File: src/cdt_pkg.sv
`timescale 1ns / 1ps
// Shared types and constants for the CD TOC parser and track query block.
// No dependencies; cdt_loader, cdt_query and the top level import this package.
package cdt_pkg;

  localparam int TRACK_SLOTS_DEF = 100;
  localparam logic [7:0] LEAD_OUT_NUM = 8'hAA;
  localparam logic [16:0] COUNT_MAX = 17'h1FFFF;
  localparam int ENTRY_W = 40;

  localparam logic CMD_LOAD = 1'b0;
  localparam logic CMD_QUERY = 1'b1;
  localparam logic KIND_STATUS = 1'b0;
  localparam logic KIND_QUERY = 1'b1;

  typedef enum logic [1:0] {
    ST_OK = 2'd0,
    ST_TRUNC = 2'd1,
    ST_CORRUPT = 2'd2
  } status_t;

  typedef struct packed {
    logic [3:0] adr;
    logic [3:0] ctl;
    logic [31:0] lba;
  } entry_t;

  typedef struct packed {
    logic clr;
    logic we;
    logic [7:0] idx;
    entry_t data;
  } tbl_wr_t;

  typedef struct packed {
    logic done;
    status_t status;
    logic [7:0] first_track;
    logic [7:0] final_track;
  } ld_res_t;

  typedef struct packed {
    logic [3:0] ctl;
    logic [3:0] adr;
    logic [31:0] addr;
    logic [31:0] len;
  } q_ans_t;

endpackage

File: src/cdt_loader.sv
`timescale 1ns / 1ps
// TOC byte parser: header fields, descriptor assembly, table writes and load status.
// Depends on cdt_pkg.
module cdt_loader import cdt_pkg::*; #(
  parameter int TRACK_SLOTS = TRACK_SLOTS_DEF
) (
  input  logic clk,
  input  logic rst,
  input  logic ld_en,
  input  logic [7:0] data_byte,
  input  logic last_byte,
  output logic [7:0] first_track,
  output logic [7:0] final_track,
  output tbl_wr_t tbl_wr,
  output ld_res_t ld_res
);

  localparam logic [8:0] SLOTS9 = 9'(TRACK_SLOTS);

  logic [16:0] byte_count, byte_count_next, count_inc;
  logic [15:0] declared_length, declared_length_next;
  logic [55:0] desc_buf, desc_buf_next;
  logic [7:0] first_next, final_next;
  logic [63:0] desc_full;
  logic [7:0] num;
  logic store;

  always_comb begin
    declared_length_next = declared_length;
    desc_buf_next = desc_buf;
    first_next = first_track;
    final_next = final_track;
    store = 1'b0;
    desc_full = {desc_buf, data_byte};
    if (byte_count == 17'd0) begin
      declared_length_next = {data_byte, 8'd0};
      desc_buf_next = '0;
      first_next = '0;
      final_next = '0;
    end else if (byte_count == 17'd1) begin
      declared_length_next = {declared_length[15:8], data_byte};
    end else if (byte_count == 17'd2) begin
      first_next = data_byte;
    end else if (byte_count == 17'd3) begin
      final_next = data_byte;
    end else if (byte_count < ({1'b0, declared_length} + 17'd2)) begin
      desc_buf_next = desc_full[55:0];
      store = (byte_count[2:0] == 3'd3);
    end

    num = (desc_full[47:40] == LEAD_OUT_NUM) ? 8'd0 : desc_full[47:40];
    tbl_wr.clr = ld_en && (byte_count == 17'd0);
    tbl_wr.we = ld_en && store && ({1'b0, num} < SLOTS9);
    tbl_wr.idx = num;
    tbl_wr.data.adr = desc_full[55:52];
    tbl_wr.data.ctl = desc_full[51:48];
    tbl_wr.data.lba = desc_full[31:0];

    count_inc = (byte_count == COUNT_MAX) ? byte_count : byte_count + 17'd1;
    byte_count_next = last_byte ? 17'd0 : count_inc;

    ld_res.done = ld_en && last_byte;
    ld_res.first_track = first_next;
    ld_res.final_track = final_next;
    if (count_inc < 17'd4 || (count_inc - 17'd2) < {1'b0, declared_length_next}) begin
      ld_res.status = ST_TRUNC;
    end else if (declared_length_next[2:0] != 3'd2) begin
      ld_res.status = ST_CORRUPT;
    end else begin
      ld_res.status = ST_OK;
    end
  end

  always_ff @(posedge clk) begin
    if (rst) begin
      byte_count <= '0;
      declared_length <= '0;
      desc_buf <= '0;
      first_track <= '0;
      final_track <= '0;
    end else if (ld_en) begin
      byte_count <= byte_count_next;
      declared_length <= declared_length_next;
      desc_buf <= desc_buf_next;
      first_track <= first_next;
      final_track <= final_next;
    end
  end

endmodule

File: config.mk
export PLATFORM = sky130hd
export DESIGN_NAME = cdt_loader
export DESIGN_NICKNAME = d
export VERILOG_FILES = /design/src/cdt_pkg.sv /design/src/cdt_loader.sv
export SDC_FILE = /design/constraint.sdc
export NUM_CORES = 1
export LEC_CHECK = 0
export BUFFER_PORTS_ARGS = -buffer_cell sky130_fd_sc_hd__clkbuf_2
export CAP_MARGIN = 20
export CORE_UTILIZATION = 55
export DETAILED_ROUTE_END_ITERATION = 8
export GPL_ROUTABILITY_DRIVEN = 0
export PLACE_DENSITY_LB_ADDON = 0.08
export SYNTH_ARGS = -nofsm -noshare
export SYNTH_HDL_FRONTEND = slang
export SYNTH_SLANG_ARGS = --single-unit
File: constraint.sdc
create_clock -name clk -period 6.25 [get_ports clk]
set_input_delay 1.25 -clock clk [delete_from_list [all_inputs] [get_ports clk]]
set_output_delay 1.25 -clock clk [all_outputs]
set_load 0.01 [all_outputs]
==> results.toml, run 1 <==
[cells_and_area]
mostFrequentLayoutCells = "clkbuf_2 (96), nor2_1 (91), dfxtp_1 (88)"
drive_gt1_share_pct = 18.7
syn2layout_area_growth_pct = 7.47
final_common_cell = "clkbuf_2"
antennaDiodeCount = 0
final_cell_area_mm2 = 0.00702
num-nets-final = 866

[sta]
maxSlewViolCount = 0
rsz0062_at_grt = "no"
hold_violations = 0
fmax_mhz = 171
finalWorstSetupSlack_ps = 415
setup_viol = 0
period_minus_slack_ps = 5830
tightest_slew_ps = 844
skew_ps = 8.48
fin_tns_setup_ps = 0
max_slew_margin_pct = 42.3
period_share_pct = 93.4

[clock_network]
cts_setup_buffers = 0
clock_latency_ps = 350
cts.sinks = 97
cts_made_buffers = 9
cts_root_buf = "clkbuf_16"
cts_hold_buf = 0
path_clk_slew_ps = 60
cts_max_level = 3
tritoncts = "built"
cts_buffer_depth = 2

[grt]
use_met2_pct = 46.3
gr-max-usage-layer = "met2"
met1_usage_pct = 36.9
grt_first_pass_wirelength_um = 27800
grt_pass1_vias = 5416
grt_overflow = 0
use_met3_pct = 3.99
track_usage_pct = 28.3
grt_max_degree = 71
antenna_found_initial = 0

[setup_path]
r2r_start = "declared_length[1]"
r2r_setup_slack_ps = 1680
cp_max_fo = 8
cp.required_ps = 5000
reg2reg_depth = 14
path_class = "reg2out"
r2r-end = "desc_buf[3]"
arrival_ps = 4580
start_kind = "flop"
end_kind = "primary output"

[route]
drtIter0Drc = 649
wl_um = 17200
detail_route.wl_per_cell_um = 17.9
vias_per_cell = 6.11
drc = 12
drtPass1Iterations = 8
vias = 5881
ant_nets = 0

[power_and_ir_drop]
p_leak_nw = 2.71
combinationalPowerShare_pct = 12.7
powerDensity_mw_per_mm2 = 192
switching_power_uw = 355
seqPwrFrac_pct = 46.9
power.share.switching_pct = 26.4
ir_drop_mv = 0.153
internal-power_uw = 990
clockPowerShare_pct = 40.4

[floorplanning]
die_area_mm2 = 0.0123
rows = 39
initial_core_util_pct = 56.7
die_y_um = 111
coreArea_mm2 = 0.0115
die_x_um = 111
ios = 97

[min_path]
hold_path.class = "reg2reg"
holdPathStages = 2
min-delay-start = "desc_buf[47]"
holdPathEnd = "desc_buf[47]"

[yosys]
synth_area_mm2 = 0.00653
synth_edf_count = 0
synthDistinctLibCells = 65
synthFlopType = "dfxtp_1"
synthArstFlopShare_pct = 0
yosysTopAreaCellShare_pct = 29.7
yosysSeqAreaShare_pct = 29.7
synth_area_leaders = "dfxtp_1 (30%), ha_1 (7.3%), nor2_1 (5.2%)"
ys_warn_count = 0
netlist_instances = 802
avgSynthCellArea_um2 = 8.15
ys_ff_latch = 97
syn_nets = 852
yosysTopAreaCell = "dfxtp_1"

[place]
portBuffers = 96
hpwl_um = 12000
dp_worst_setup_slack_ps = 588
dpl_cell_area_mm2 = 0.00672

[outcome]
status = "finished with violations"
violations = "design-rule violations"

[job]
maxCapViolCount = 0
==> worst max-delay path, cell delays in order (launching register included) <==
cell and delay [ps]:
dfxtp_1 510, nand3_1 230, or4_1 570, a31oi_1 510, a211oi_4 100, nand3_1 200
o21ai_0 100, o21ai_1 110, xnor2_1 150, ha_1 270, a211oi_1 190, o21ai_0 150
a2111oi_1 380, a211oi_1 140, o31ai_2 410, clkbuf_2 200
==> cell usage after synthesis, types with 3 or more instances <==
cell type	n
buf_2	8
xnor2_1	22
xor2_1	16
clkbuf_1	46
a21o_1	7
and4_1	3
a22oi_1	7
a2111oi_0	3
dfxtp_1	97
nor4_1	6
nand4_1	9
o21ai_0	17
and3_1	7
o32ai_1	32
ha_1	38
a31oi_1	5
a211oi_1	3
nand2_1	42
or3_1	4
o21ai_1	4
nor3_1	38
nand2b_1	42
o31ai_1	6
nand3_1	17
buf_6	4
and2_1	7
nor2b_1	3
mux2i_1	32
a21oi_1	51
buf_4	44
o2bb2ai_1	8
inv_1	14
or2_2	6
nor2_1	91
nand3b_1	16
o22ai_1	8
==> final cells by class <==
| cell class | instances | area, um^2 |
|---|---|---|
| clock buffers | 11 | 233 |
| clock inverters | 3 | 43.8 |
| fillers | 1057 | 4500 |
| inverters | 14 | 52.6 |
| multi-input cells | 588 | 3980 |
| flip-flops and latches | 97 | 1950 |
| well taps | 143 | 179 |
| repair buffers | 106 | 576 |
==> metrics by stage <==
stage	total power [mW]	util (%)	hold WS [ps]	cells
2_1_floorplan	0.767	-	467	802
3_3_place_gp	0.805	58.1	479	947
3_5_place_dp	0.812	58.3	486	948
4_1_cts	1.35	60.7	498	962
5_1_grt	1.40	61.0	516	962
6_report	1.34	61.0	495	962
==> registers in the layout, summed over array words and instances (netlist names) <==
name and flops:
byte_count 17, declared_length 16, desc_buf 48, final_track 8
first_track 8
==> cell families (layout without fill, tap and decap cells) <==
group | count (synthesis) | after routing | share of synthesized area [%]
simple gates | 306 | 306 | 24.6
compound gates | 172 | 172 | 18.2
buf+inv | 117 | 134 | 9.86
flops | 97 | 97 | 29.7
fa+ha+maj | 38 | 38 | 7.28
xor+xnor | 38 | 38 | 5.09
mux | 34 | 34 | 5.25
==> repair_timing <==
action / CTS / global route
hold endpoints to repair: 0 / 0
resized for setup: 0 / 13
endpoints found under the setup margin: 0 / 2
==> per-layer routing <==
layer  share of wire [%]  up-vias
li1                    -     2862
met1                  45     2828
met2                  48      160
met3                 4.2       31
met4                 2.9        0
met5                   0        -
==> power groups by stage <==
| stage | clock network, mW | registers, mW | logic [mW] |
|---|---|---|---|
| floorplan | 0 | 0.642 | 0.125 |
| global placement | 0 | 0.643 | 0.162 |
| detailed placement | 0 | 0.644 | 0.168 |
| CTS | 0.555 | 0.630 | 0.169 |
| global route | 0.578 | 0.631 | 0.189 |
| finish | 0.543 | 0.630 | 0.171 |
==> worst max path at each step <==
stage | startpoint | to | cells after the start
final | byte_count[14] | ld_res[16] | 15
after global routing | byte_count[5] | ld_res[17] | 18
after CTS | byte_count[0] | ld_res[16] | 18
after detailed placement | byte_count[0] | ld_res[16] | 18
after global placement | byte_count[0] | ld_res[16] | 18
after floorplan | byte_count[0] | ld_res[17] | 19
Power figures use the tool's default switching activity.
==> run 2, diff against run 1 <==
--- a/config.mk
+++ b/config.mk
@@ -10,7 +10,7 @@
 export CORE_UTILIZATION = 55
 export DETAILED_ROUTE_END_ITERATION = 8
 export GPL_ROUTABILITY_DRIVEN = 0
-export PLACE_DENSITY_LB_ADDON = 0.08
+export PLACE_DENSITY = 0.78
 export SYNTH_ARGS = -nofsm -noshare
 export SYNTH_HDL_FRONTEND = slang
 export SYNTH_SLANG_ARGS = --single-unit
==> constraint.sdc (replaced) <==
create_clock -name clk -period 6.25 [get_ports clk]
set_input_delay 0.625 -clock clk [delete_from_list [all_inputs] [get_ports clk]]
set_output_delay 0.625 -clock clk [all_outputs]
set_load 0.01 [all_outputs]
==> results.toml, run 2 (synthesized netlist as in run 1, its figures left out) <==
[outcome]
status = "finished with violations"
violations = "design-rule violations"

[clock_network]
tritoncts = "built"
cts_made_buffers = 9
cts_root_buf = "clkbuf_16"
cts.sinks = 97
path_clk_slew_ps = 70
clock_latency_ps = 360
cts_hold_buf = 0
cts_buffer_depth = 2
cts_max_level = 3

[sta]
timing.hold.ws_ps = 500
fmax_mhz = 175
fin_tns_setup_ps = 0
max_slew_margin_pct = 29.9
maxSlewViolCount = 0
skew_ps = 6.77
setup_viol = 0
tightest_slew_ps = 1020
period_share_pct = 91.6
rsz0062_at_grt = "no"
hold_violations = 0
period_minus_slack_ps = 5730
finalWorstSetupSlack_ps = 525

[setup_path]
cp_max_fo = 11
path_class = "reg2out"
cp.buffers_inverters = 2
slowest_stage = "dfxtp_1"
path_cells = "ha_2 > nand3_1 > nor3_4 > nand2_1 > buf_4 > a21oi_1 > ha_1 > nand3_1 > mux2_2 > nor2b_1 > mux2i_1 > xnor2_1 > ha_1 > o21ai_0 > o21ai_0 > a2111oi_0 > a211oi_1 > o31ai_2 > a31oi_2 > clkbuf_2"
arrival_ps = 5100
end_kind = "primary output"
start_kind = "flop"
path_delay_family = "compound AO/OA/AOI/OAI gates"
crit_path_max_incr_delay_ps = 470
cp.required_ps = 5620

[floorplanning]
ios = 97
coreArea_mm2 = 0.0115
initial_core_util_pct = 56.7
die_area_mm2 = 0.0123
die_y_um = 111
rows = 39
die_x_um = 111

[route]
wl_um = 16600
drc = 12
drtIter0Drc = 620
ant_nets = 0
detail_route.wl_per_cell_um = 17.2
vias = 5976
vias_per_cell = 6.21
drtPass1Iterations = 7

[job]
maxCapViolCount = 0

[grt]
grt_max_degree = 107
grt_first_pass_wirelength_um = 27400
track_usage_pct = 27.5
antenna_found_initial = 0
grt_overflow = 0
grt_pass1_vias = 5576

[power_and_ir_drop]
ir_drop_mv = 0.164
p_leak_nw = 2.72
powerDensity_mw_per_mm2 = 193

[cells_and_area]
syn2layout_area_growth_pct = 7.34
multi_input_area_mm2 = 0.00398
final_common_cell = "clkbuf_2"
antennaDiodeCount = 0
seqCellArea_mm2 = 0.00194
regMostFlops = "desc_buf"
final_cells = 963
largest_register_ffs = 48
drive_gt1_share_pct = 18.0
nFillCells = 1000
mostFrequentLayoutCells = "clkbuf_2 (96), dfxtp_1 (95), nor2_1 (91)"
num-nets-final = 865
top_regs = "desc_buf (48), byte_count (17), declared_length (16)"

[place]
portBuffers = 96
dp.cells = 946
hpwl_um = 11800
dp_worst_setup_slack_ps = 606

[min_path]
hold_path.class = "reg2reg"
-- run 2: cell count changes in the layout (fill, tap and decap cells not counted), sizes merged --
| cell | delta |
|---|---|
| clkinvlp | +1 |
| inv | +3 |
| buf | -1 |
| bufinv | -1 |
| clkbuf | -1 |
-- run 2: cell type report --
class                           count  area share [%]
Clock buffer                       10            3.41
Tap cell                          143            2.55
Timing Repair Buffer              105            7.99
Sequential cell                    97            27.7
Inverter                           14           0.749
Multi-Input combinational cell    588            56.7
Clock inverter                      6           0.874
-- run 2: final timing paths --
check                     start            to  slack [ps]  cells past startpoint
min                desc_buf[40]  desc_buf[40]         500                      2
max               byte_count[1]    ld_res[17]         520                     20
max reg2reg  declared_length[1]  desc_buf[45]        1730                     15
min reg2reg        desc_buf[40]  desc_buf[40]         500                      2
-- run 2: metal layers --
metal | vias up | global-route usage [%] | wire, um
li1 | 2875 | - | -
met1 | 2834 | 32.7 | 6940
met2 | 217 | 46.8 | 8060
met3 | 50 | 5.74 | 951
met4 | 0 | 14.2 | 614
met5 | - | 0 | 0
-- run 2: stage by stage --
stage | instance area [um^2] | power (mW) | util (%)
5_1_grt | 7010 | 1.40 | 60.9
2_1_floorplan | 6530 | 0.767 | -
6_report | 7010 | 1.35 | 60.9
3_5_place_dp | 6690 | 0.810 | 58.1
4_1_cts | 6990 | 1.36 | 60.7
3_3_place_gp | 6670 | 0.803 | 57.9
-- run 2: tightest hold or removal path, delay by kind of cell, from the launching register on --
family / cells / cell delay (ps)
DFF: 1 / 310
AOI/OAI and AO/OA: 1 / 70
and+or+nand+nor: 1 / 70
-- run 2: power by group --
part           internal, mW  leakage [nW]  total (mW)  switching [mW]
registers             0.623         0.784       0.629         0.00666
clock network         0.291         0.144       0.554           0.263
logic                0.0594          1.79       0.169           0.110
-- run 2: timing repair --
item / in CTS / in global routing
setup endpoints to repair: 0 / 2
buffers inserted: 0 / 1
resized for setup: 0 / 4
